$ cat config.mk
export PLATFORM = sky130hd
export DESIGN_NAME = line_follow_pd_steering_top
export DESIGN_NICKNAME = d
export VERILOG_FILES = /design/src/sv/lfpd_pkg.sv /design/src/sv/lfpd_ctrl.sv /design/src/sv/lfpd_dpath.sv /design/src/sv/line_follow_pd_steering_top.sv
export SDC_FILE = /design/constraint.sdc
export NUM_CORES = 1
export LEC_CHECK = 0
export BUFFER_PORTS_ARGS = -buffer_cell sky130_fd_sc_hd__buf_4
export CORE_MARGIN = 2
export CORE_UTILIZATION = 35
export DETAILED_ROUTE_END_ITERATION = 12
export GPL_TIMING_DRIVEN = 1
export MAX_ROUTING_LAYER = met4
export PLACE_DENSITY_LB_ADDON = 0.2
export SLEW_MARGIN = 25
export SYNTH_ARGS = -nofsm -noshare
export SYNTH_HDL_FRONTEND = slang
export SYNTH_SLANG_ARGS = --single-unit
$ cat constraint.sdc
create_clock -name clk -period 9.7 [get_ports clk]
set_clock_uncertainty 0.2 [all_clocks]
set_input_delay 1.94 -clock clk [delete_from_list [all_inputs] [get_ports clk]]
set_output_delay 1.94 -clock clk [all_outputs]
set_load 0.05 [all_outputs]
$ cat src/sv/lfpd_pkg.sv
package lfpd_pkg;

  localparam int RUN_COUNTER_BITS = 16;
  localparam int RUN_W = RUN_COUNTER_BITS;
  localparam int DIVISOR_W = RUN_W + 1;

  localparam int SAMPLE_W = 10;
  localparam int GAIN_W = 10;
  localparam int SPEED_W = 8;
  localparam int DRIVE_W = 9;
  localparam int CORR_W = 14;
  localparam int ERR_W = 3;

  // |gain_derivative * (error - error_before_change)| <= 1023*4
  localparam int NUM_MAG_W = 12;
  localparam int DIV_STEPS = NUM_MAG_W;
  localparam int DIV_CNT_W = $clog2(DIV_STEPS);

  localparam int IN_TDATA_W = 24;
  localparam int OUT_TDATA_W = 40;
  localparam int CFG_INDEX_W = 8;
  localparam int CFG_DATA_W = 10;

  localparam logic signed [DRIVE_W:0] DRIVE_LIMIT = 255;

  localparam logic [CFG_INDEX_W-1:0] REG_THRESHOLD = 0;
  localparam logic [CFG_INDEX_W-1:0] REG_GAIN_P = 1;
  localparam logic [CFG_INDEX_W-1:0] REG_GAIN_D = 2;
  localparam logic [CFG_INDEX_W-1:0] REG_SPEED = 3;

  localparam logic signed [ERR_W-1:0] ERR_CENTRE = 0;
  localparam logic signed [ERR_W-1:0] ERR_LEFT = -1;
  localparam logic signed [ERR_W-1:0] ERR_RIGHT = 1;
  localparam logic signed [ERR_W-1:0] ERR_LOST_RIGHT = 2;
  localparam logic signed [ERR_W-1:0] ERR_LOST_LEFT = -2;

  typedef struct packed {
    logic load;      // take the sample pair, update run state
    logic mul;       // form P term and derivative numerator
    logic div_step;  // one restoring division step
    logic finish;    // build result into output register
  } cmd_t;

  typedef struct packed {
    logic div_last;
  } sts_t;

endpackage

$ cat src/sv/lfpd_ctrl.sv
module lfpd_ctrl (
  input  logic          clk,
  input  logic          rst,
  input  logic          in_valid,
  output logic          in_ready,
  output logic          out_valid,
  input  logic          out_ready,
  output lfpd_pkg::cmd_t cmd,
  input  lfpd_pkg::sts_t sts
);
  import lfpd_pkg::*;

  typedef enum logic [1:0] {
    S_IDLE,
    S_MUL,
    S_DIV,
    S_FIN
  } state_t;

  state_t state;
  logic   out_free;

  assign in_ready = (state == S_IDLE) && !rst;
  assign out_free = !out_valid || out_ready;

  always_comb begin
    cmd = '0;
    cmd.load = in_valid && (state == S_IDLE);
    cmd.mul = (state == S_MUL);
    cmd.div_step = (state == S_DIV);
    cmd.finish = (state == S_FIN) && out_free;
  end

  always_ff @(posedge clk) begin
    if (rst) begin
      state <= S_IDLE;
      out_valid <= 1'b0;
    end else begin
      if ((state == S_FIN) && out_free) out_valid <= 1'b1;
      else if (out_ready) out_valid <= 1'b0;
      unique case (state)
        S_IDLE: if (in_valid) state <= S_MUL;
        S_MUL:  state <= S_DIV;
        S_DIV:  if (sts.div_last) state <= S_FIN;
        S_FIN: begin
          if (out_free) state <= S_IDLE;
        end
        default: state <= S_IDLE;
      endcase
    end
  end

endmodule

$ cat src/sv/lfpd_dpath.sv
module lfpd_dpath (
  input  logic                               clk,
  input  logic                               rst,
  input  lfpd_pkg::cmd_t                     cmd,
  output lfpd_pkg::sts_t                     sts,
  input  logic [lfpd_pkg::SAMPLE_W-1:0]      left_sample,
  input  logic [lfpd_pkg::SAMPLE_W-1:0]      right_sample,
  input  logic [lfpd_pkg::SAMPLE_W-1:0]      sensor_threshold,
  input  logic [lfpd_pkg::GAIN_W-1:0]        gain_proportional,
  input  logic [lfpd_pkg::GAIN_W-1:0]        gain_derivative,
  input  logic [lfpd_pkg::SPEED_W-1:0]       base_speed,
  output logic signed [lfpd_pkg::DRIVE_W-1:0] left_drive,
  output logic signed [lfpd_pkg::DRIVE_W-1:0] right_drive,
  output logic signed [lfpd_pkg::CORR_W-1:0]  correction,
  output logic signed [lfpd_pkg::ERR_W-1:0]   position_error,
  output logic                               drive_clipped
);
  import lfpd_pkg::*;

  localparam logic [RUN_W-1:0] RUN_MAX = '1;
  localparam logic [RUN_W-1:0] RUN_ONE = RUN_W'(1);

  // run state
  logic signed [ERR_W-1:0] last_err;
  logic signed [ERR_W-1:0] ebc;
  logic [RUN_W-1:0]        prev_run;
  logic [RUN_W-1:0]        cur_run;

  // per-item working registers
  logic signed [ERR_W-1:0]  err_q;
  logic signed [ERR_W:0]    diff_q;
  logic [DIVISOR_W-1:0]     divisor;
  logic signed [CORR_W-1:0] prop;
  logic                     num_neg;
  logic [NUM_MAG_W-1:0]     quo;
  logic [DIVISOR_W-1:0]     rem;
  logic [DIV_CNT_W-1:0]     div_cnt;

  logic signed [ERR_W-1:0] err_new;
  logic signed [ERR_W-1:0] ebc_next;
  logic [RUN_W-1:0]        prev_run_next;
  logic [RUN_W-1:0]        cur_run_next;
  logic                    on_l, on_r, changed;

  always_comb begin
    on_l = left_sample > sensor_threshold;
    on_r = right_sample > sensor_threshold;
    priority if (on_l && on_r) err_new = ERR_CENTRE;
    else if (on_l) err_new = ERR_LEFT;
    else if (on_r) err_new = ERR_RIGHT;
    else if (last_err > ERR_CENTRE) err_new = ERR_LOST_RIGHT;
    else err_new = ERR_LOST_LEFT;
    changed = (err_new != last_err);
    ebc_next = changed ? last_err : ebc;
    prev_run_next = changed ? cur_run : prev_run;
    cur_run_next = changed ? RUN_ONE : cur_run;
  end

  // multiplier operands, all fit in CORR_W signed bits
  logic signed [CORR_W-1:0] gp_s, gd_s, err_x, diff_x, prop_mul, num_mul;
  logic [CORR_W-1:0]        num_abs;

  always_comb begin
    gp_s = signed'({{(CORR_W-GAIN_W){1'b0}}, gain_proportional});
    gd_s = signed'({{(CORR_W-GAIN_W){1'b0}}, gain_derivative});
    err_x = CORR_W'(err_q);
    diff_x = CORR_W'(diff_q);
    prop_mul = gp_s * err_x;
    num_mul = gd_s * diff_x;
    num_abs = num_mul[CORR_W-1] ? CORR_W'(-num_mul) : CORR_W'(num_mul);
  end

  // restoring division step
  logic [DIVISOR_W:0]   trial;
  logic                 ge;
  logic [DIVISOR_W:0]   trial_sub;

  always_comb begin
    trial = {rem, quo[NUM_MAG_W-1]};
    ge = trial >= {1'b0, divisor};
    trial_sub = trial - {1'b0, divisor};
  end

  assign sts.div_last = (div_cnt == DIV_CNT_W'(DIV_STEPS - 1));

  // result assembly
  logic signed [CORR_W-1:0]  deriv;
  logic signed [CORR_W-1:0]  corr;
  logic signed [CORR_W:0]    speed_x, l_raw, r_raw;
  logic signed [DRIVE_W-1:0] l_sat, r_sat;
  logic                      l_clip, r_clip;

  always_comb begin
    if (divisor == '0) deriv = '0;
    else if (num_neg) deriv = -signed'(CORR_W'(quo));
    else deriv = signed'(CORR_W'(quo));
    corr = prop + deriv;
    speed_x = signed'({{(CORR_W+1-SPEED_W){1'b0}}, base_speed});
    l_raw = (CORR_W+1)'(corr) - speed_x;
    r_raw = (CORR_W+1)'(corr) + speed_x;
    l_clip = 1'b1;
    r_clip = 1'b1;
    if (l_raw > (CORR_W+1)'(DRIVE_LIMIT)) l_sat = DRIVE_W'(DRIVE_LIMIT);
    else if (l_raw < -(CORR_W+1)'(DRIVE_LIMIT)) l_sat = DRIVE_W'(-DRIVE_LIMIT);
    else begin
      l_sat = DRIVE_W'(l_raw);
      l_clip = 1'b0;
    end
    if (r_raw > (CORR_W+1)'(DRIVE_LIMIT)) r_sat = DRIVE_W'(DRIVE_LIMIT);
    else if (r_raw < -(CORR_W+1)'(DRIVE_LIMIT)) r_sat = DRIVE_W'(-DRIVE_LIMIT);
    else begin
      r_sat = DRIVE_W'(r_raw);
      r_clip = 1'b0;
    end
  end

  always_ff @(posedge clk) begin
    if (rst) begin
      last_err <= '0;
      ebc <= '0;
      prev_run <= '0;
      cur_run <= '0;
      div_cnt <= '0;
    end else begin
      if (cmd.load) begin
        last_err <= err_new;
        ebc <= ebc_next;
        prev_run <= prev_run_next;
        cur_run <= (cur_run_next != RUN_MAX) ? cur_run_next + RUN_ONE : cur_run_next;
      end
      if (cmd.mul) div_cnt <= '0;
      else if (cmd.div_step) div_cnt <= div_cnt + DIV_CNT_W'(1);
    end
  end

  always_ff @(posedge clk) begin
    if (cmd.load) begin
      err_q <= err_new;
      diff_q <= (ERR_W+1)'(err_new) - (ERR_W+1)'(ebc_next);
      divisor <= {1'b0, prev_run_next} + {1'b0, cur_run_next};
    end
    if (cmd.mul) begin
      prop <= prop_mul;
      num_neg <= num_mul[CORR_W-1];
      quo <= num_abs[NUM_MAG_W-1:0];
      rem <= '0;
    end
    if (cmd.div_step) begin
      rem <= ge ? trial_sub[DIVISOR_W-1:0] : trial[DIVISOR_W-1:0];
      quo <= {quo[NUM_MAG_W-2:0], ge};
    end
    if (cmd.finish) begin
      left_drive <= l_sat;
      right_drive <= r_sat;
      correction <= corr;
      position_error <= err_q;
      drive_clipped <= l_clip || r_clip;
    end
  end

endmodule

$ cat src/sv/line_follow_pd_steering_top.sv
// Two-sensor line follower with PD steering. Each transaction on s_axis carries a
// left/right reflectance sample pair; one result per pair appears on m_axis with
// both wheel drives (saturated to +/-255, drive_clipped set when either was),
// the correction term and the position error. Items are handled one at a time:
// an accepted item first takes the pair and updates the run state, then forms
// both gain products, then runs the bit-serial divider that scales the
// derivative by the sum of the last two run lengths, then sums, saturates and
// loads the output register; the next pair can be accepted in the cycle after.
// A result waiting in the output register does not stop the next pair being
// accepted, but that pair's final step is held until the waiting result is
// taken. Registers on cfg_*: 0 threshold, 1 kp, 2 kd, 3 base speed; other
// indices are ignored. Write them only while the block is idle.
module line_follow_pd_steering_top (
  input  logic                                  clk,
  input  logic                                  rst,
  input  logic                                  s_axis_tvalid,
  output logic                                  s_axis_tready,
  input  logic [lfpd_pkg::IN_TDATA_W-1:0]       s_axis_tdata,  // left_sample, right_sample
  output logic                                  m_axis_tvalid,
  input  logic                                  m_axis_tready,
  // left_drive, right_drive, correction, position_error, drive_clipped
  output logic [lfpd_pkg::OUT_TDATA_W-1:0]      m_axis_tdata,
  input  logic                                  cfg_valid,
  output logic                                  cfg_ready,
  input  logic [lfpd_pkg::CFG_INDEX_W-1:0]      cfg_index,
  input  logic [lfpd_pkg::CFG_DATA_W-1:0]       cfg_data
);
  import lfpd_pkg::*;

  logic [SAMPLE_W-1:0] sensor_threshold;
  logic [GAIN_W-1:0]   gain_proportional;
  logic [GAIN_W-1:0]   gain_derivative;
  logic [SPEED_W-1:0]  base_speed;

  assign cfg_ready = !rst;

  always_ff @(posedge clk) begin
    if (rst) begin
      sensor_threshold <= SAMPLE_W'(512);
      gain_proportional <= GAIN_W'(20);
      gain_derivative <= GAIN_W'(10);
      base_speed <= SPEED_W'(100);
    end else if (cfg_valid) begin
      unique case (cfg_index)
        REG_THRESHOLD: sensor_threshold <= cfg_data[SAMPLE_W-1:0];
        REG_GAIN_P:    gain_proportional <= cfg_data[GAIN_W-1:0];
        REG_GAIN_D:    gain_derivative <= cfg_data[GAIN_W-1:0];
        REG_SPEED:     base_speed <= cfg_data[SPEED_W-1:0];
        default: ;
      endcase
    end
  end

  cmd_t cmd;
  sts_t sts;

  logic signed [DRIVE_W-1:0] left_drive, right_drive;
  logic signed [CORR_W-1:0]  correction;
  logic signed [ERR_W-1:0]   position_error;
  logic                      drive_clipped;

  lfpd_ctrl u_ctrl (
    .clk       (clk),
    .rst       (rst),
    .in_valid  (s_axis_tvalid),
    .in_ready  (s_axis_tready),
    .out_valid (m_axis_tvalid),
    .out_ready (m_axis_tready),
    .cmd       (cmd),
    .sts       (sts)
  );

  lfpd_dpath u_dpath (
    .clk               (clk),
    .rst               (rst),
    .cmd               (cmd),
    .sts               (sts),
    .left_sample       (s_axis_tdata[SAMPLE_W-1:0]),
    .right_sample      (s_axis_tdata[2*SAMPLE_W-1:SAMPLE_W]),
    .sensor_threshold  (sensor_threshold),
    .gain_proportional (gain_proportional),
    .gain_derivative   (gain_derivative),
    .base_speed        (base_speed),
    .left_drive        (left_drive),
    .right_drive       (right_drive),
    .correction        (correction),
    .position_error    (position_error),
    .drive_clipped     (drive_clipped)
  );

  assign m_axis_tdata = {
    {(OUT_TDATA_W - 2*DRIVE_W - CORR_W - ERR_W - 1){1'b0}},
    drive_clipped, position_error, correction, right_drive, left_drive
  };

endmodule

# Yosys cells after proc, flatten, opt, wreduce, memory -nomap -nowiden
# Cells that the tools add are included.
# Widths: inputs -> output; s select.
# classes
mux	28
reduce_logical	21
n_mul	2
n_eq_ne	12
magnitude_cmp	8
n_addsub	10
# op_table
operator	count
$mux 17	3
$mux 16	3
$mux 12	3
$gt 15x9->1 const B	2
$lt 15x9->1 const B	2
$mux 14	2
$gt 10x10->1	2
$ge 18x17->1	1
$mux 9	2
$add 16x16->17	1
$logic_not 17->1	1
$sub 17x17->17	1
$add 16x1->16 const B	1
$eq 8x2->1 const B	2
$ne 16x16->1 const B	1
$add 14x9->15	1
$mux 3	5
$sub 14x9->15	1
$add 14x14->14	1
$mul 11x3->14	1
$mul 11x4->14	1
$neg 12->14	1
$neg 12->12	1
$eq 8x1->1 const B	1
21 further kinds	41
# word_totals
out_inout_bits	43
register_bits	187
inputBits	47

# Longest topological paths before layout
# logic_depth
ltp_word	9
mapped_depth	27

# Modules after synthesis
# A second synthesis with hierarchy kept.
# unflattened
hier_cells	1538
hier_area_um2	14046.0
# by_module_without_submodules
mod	instances	cells_per_inst	area_each_um2
lfpd_dpath	1	1358	12284.3
line_follow_pd_steering_top	1	154	1526.5
lfpd_ctrl	1	26	235.2

# Worst setup path before layout
# No wires, ideal clock.
# synth_path
path_kind	input port to flip-flop
from	input s_axis_tdata[7] in the netlist's numbering
to	register u_dpath.divisor[15] (data pin)
arrival_ns	6.151
setup_slack_ns	3.091
setup_ns	0.258
required_ns	9.242
stages	24
path_cell_list	ha_1 > a21o_1 > a21o_1 > a221oi_1 > o21a_1 > nor2_1 > ha_1 > nor2_1 > xor2_1 > nor2_1 > and3_1 > clkbuf_1 > clkbuf_1 > nand2_1 > nand2_1 > ha_1 > or2_2 > o31a_1 > a31oi_1 > a21oi_1 > nand4_1 > nand4b_1 > a21oi_1 > xnor2_1
# synth_via
elab_chain_len	6
word_cells_on_any_way	8
classes_between	1 x add/sub; 1 x order compare; 1 x eq/ne; 4 x mux; 1 x reduce/logical
# synth_lines
item	line_no	rtl
from (decl)	line_follow_pd_steering_top.sv:18	input logic [lfpd_pkg::IN_TDATA_W-1:0] s_axis_tdata,
$gt 10x10->1 *	lfpd_dpath.sv:46	on_l = left_sample > sensor_threshold;
$mux 3 or $logic_and 1x1->1 (tied branches)	lfpd_dpath.sv:49, lfpd_dpath.sv:48	
$mux 3 *	lfpd_dpath.sv:48	priority if (on_l && on_r) err_new = ERR_CENTRE;
net u_dpath.err_new[1]	lfpd_dpath.sv:39	logic signed [ERR_W-1:0] err_new;
$ne 3x3->1 *	lfpd_dpath.sv:53	changed = (err_new != last_err);
$mux 16 *	lfpd_dpath.sv:55	prev_run_next = changed ? cur_run : prev_run;
net u_dpath.prev_run_next[5]	lfpd_dpath.sv:41	logic [RUN_W-1:0] prev_run_next;
$add 16x16->17 *	lfpd_dpath.sv:140	divisor <= {1'b0, prev_run_next} + {1'b0, cur_run_next};
to (signal assigned)	lfpd_dpath.sv:140	
to (decl)	lfpd_dpath.sv:32	logic [DIVISOR_W-1:0] divisor;
# Mark *: on every way through the listed nets, which the timed path passes. The rest lies on a longest branch.
# A chain may end at the register's enable or synchronous reset.

# Final worst setup path
# layout_path
from	input s_axis_tdata[7] in the netlist's numbering
to	register u_dpath.divisor[14] (data pin)
# The elaborated chain is that of the path after synthesis.

==> impl_metrics.py <==
metrics = {
    "timing": {
        "min_period_over_period_pct": 72.6,
        "tightest_slew_ns": 1.05,
        "rsz0062_at_grt": "false",
        "min_period_ns": 7.05,
        "hold_viol_final": 0,
        "clock.fmax_mhz": 142,
        "drv_slew": 0,
        "tns_ns": 0,
        "relSlewSlack_pct": 29.4,
        "setup_violations": 0,
    },
    "clock_network": {
        "cts_hold_buf": 0,
        "cts.repair.resized": 0,
        "clkTransAtPathRegs_ns": 0.07,
        "cts_buffer_depth": 2,
        "cts_setup_buffers": 0,
        "cts_root_buf": "clkbuf_16",
        "cts_made_buffers": 17,
        "cts_tree": "built",
        "clock_sink_count": 187,
        "htree_levels": 4,
        "worstSkewPairLatency_ns": 0.47,
    },
    "pwr": {
        "power_w": 0.00613,
        "max-vdd-ir-drop_uv": 206,
        "sw_frac_of_total_pct": 47.7,
        "clockPowerShare_pct": 11.6,
        "power-per-cell-area_nw_per_um2": 391,
        "power.switching_w": 0.00292,
        "combPwrFrac_pct": 66.4,
        "power.leakage_nw": 6.79,
        "power.internal_w": 0.00321,
        "power_frac_seq_pct": 22.0,
    },
    "run_status": {
        "status": "completed",
    },
    "synthesis": {
        "synth_warnings": 0,
        "synthFlopType": "edfxtp_1",
        "synth_edf_count": 104,
        "ys_seq_elements": 187,
        "synth_top_area_cell": "edfxtp_1",
        "syn_area_um2": 13900,
        "synth.top_cell.area_share_pct": 22.4,
        "synth_async_sr_flop_share_pct": 0,
        "synth.distinct_cells": 83,
        "synth_cells": 1529,
        "synth-seq-area-share_pct": 34.3,
        "syn_avg_cell_area_um2": 9.11,
        "ys_top_cells_by_area": "edfxtp_1 22%, ha_1 13%, dfxtp_1 12%, nand2_1 4.8%, fa_1 4.7%",
    },
    "placement": {
        "hpwl_um": 24100,
        "dp.cells": 2095,
        "port-buffer-count": 81,
        "place_congestion": 0.808,
    },
    "global_routing": {
        "grt_pass1_vias": 10400,
        "grt_max_degree": 71,
        "grt_remaining_overflow": 0,
        "antenna_found_initial": 0,
        "grt_pass1_wl_um": 52400,
        "grt_util_all_layers_pct": 16.1,
    },
    "detailed_routing": {
        "met1_length_um": 15500,
        "met2_length_um": 14100,
        "routed_wl_um": 31000,
        "vias_per_cell": 4.99,
        "drtIter0Drc": 434,
        "first_pass_iters": 5,
        "ant_nets": 0,
        "drc_errors": 0,
        "highest_layer": "met4",
        "vias": 10600,
        "wl_met3_um": 862,
        "routedWlPerCell_um": 14.6,
    },
    "die": {
        "die_h_um": 204,
        "rows": 73,
        "core_um2": 39500,
        "ios": 90,
        "die_area_um2": 41400,
        "die_w_um": 204,
        "initial_core_util_pct": 35.2,
    },
    "layout": {
        "nets": 1814,
        "num_antenna_cells": 0,
        "finalNonFillerCells": 2127,
        "final_cell_mix": "180 x nand2_1, 145 x ha_1, 122 x inv_1",
        "syn_to_final_growth_pct": 12.6,
        "drive_above_1_share_pct": 9.93,
        "final_common_cell": "nand2_1",
    },
    "setup_path": {
        "path_max_fanout": 14,
        "endpoint_kind": "register",
        "worst-setup-path-type": "in2reg",
        "arrival_ns": 7.05,
        "start_kind": "primary input",
        "required_ns": 9.70,
    },
    "min_path": {
        "hp-class": "reg2reg",
    },
    "flow_run": {
        "maxCapViolations": 0,
    },
}
layer usage:
metal	global-route usage, %	vias up
met1	20.9	4915
met5	-	-
met3	2.76	40
met4	5.16	0
met2	25.7	144
li1	-	5521
stage by stage:
stage,instance area (um^2),hold slack [ns],setup WS (ns),utilization (%)
2_1_floorplan,13900,0.224,3.09,-
3_3_place_gp,15100,0.241,2.28,38.1
3_5_place_dp,15100,0.249,2.22,38.2
4_1_cts,15700,0.259,2.71,39.7
5_1_grt,15700,0.279,2.12,39.7
6_report,15700,0.258,2.65,39.7
final timing paths:
| check | start | to | slack [ns] | cells past startpoint |
|---|---|---|---|---|
| setup / recovery | s_axis_tdata[7] | u_dpath.divisor[14] | 2.65 | 25 |
| hold / removal | u_dpath.prev_run[1] | u_dpath.prev_run[1] | 0.26 | 2 |
| setup reg to reg | u_dpath.divisor[13] | u_dpath.drive_clipped | 3.60 | 19 |
| hold reg to reg | u_dpath.prev_run[1] | u_dpath.prev_run[1] | 0.26 | 2 |
critical path, cell delays in order:
cell and delay [ns]:
buf_4 0.11, ha_1 0.30, a21o_1 0.18, a21o_1 0.17, a221oi_1 0.39, o21a_1 0.18, nor2_1 0.05, ha_1 0.19
nor2_1 0.31, xor2_1 0.12, nor2_1 0.33, and3_1 0.63, nand2_1 0.11, nand2_1 0.08, ha_1 0.17, inv_1 0.06
fa_1 0.40, nor2b_1 0.12, o21a_1 0.14, o21ai_0 0.11, a21oi_1 0.21, nand4_1 0.15, a31oi_1 0.28, a31oi_1 0.17
xnor2_1 0.15
cell type report:
| type | count | area (um^2) |
|---|---|---|
| Timing Repair Buffer | 93 | 711 |
| Clock inverter | 13 | 123 |
| Sequential cell | 187 | 4780 |
| Clock buffer | 19 | 464 |
| Multi-Input combinational cell | 1165 | 8480 |
| Fill cell | 3946 | 23900 |
| Tap cell | 525 | 657 |
| Inverter | 125 | 470 |
kinds of logic (layout without fill, tap and decap cells):
group	after synthesis	in the layout	synth area share, %
compound gates	291	291	14.1
mux	61	61	4.41
other cells	1	4	0.0269
xor+xnor	86	86	5.51
simple gates	545	545	18.9
buf+inv	180	250	5.02
fa+ha+maj	178	178	17.8
flops	187	187	34.3
cell usage after synthesis (all sizes together), types with 24 or more instances:
master	instances
ha	145
edfxtp	104
fa	33
xor2	30
inv	124
clkbuf	45
nand2b	26
mux2i	58
xnor2	56
nor2	122
o21ai	49
nand3	33
and2	37
a21o	24
nand2	180
dfxtp	83
nor3	34
a21oi	89
flip-flops by register name (all words and copies together), names as in the netlist, 4 cells and up:
signal	flops
u_dpath.correction	14
u_dpath.right_drive	9
u_dpath.divisor	17
u_dpath.prev_run	16
base_speed	8
gain_derivative	10
u_dpath.rem	17
u_dpath.diff_q	4
u_dpath.cur_run	16
gain_proportional	10
u_dpath.prop	14
u_dpath.div_cnt	4
sensor_threshold	10
u_dpath.left_drive	9
u_dpath.quo	12
power groups by stage:
stage	Clock (W)	Sequential, W	Combinational (W)
floorplan	0	0.00141	0.00315
global placement	0	0.00137	0.00402
detailed placement	0	0.00137	0.00408
CTS	0.000738	0.00135	0.00411
global route	0.000764	0.00137	0.00463
finish	0.000709	0.00135	0.00407
No activity file was read; power rests on OpenSTA's default activity.
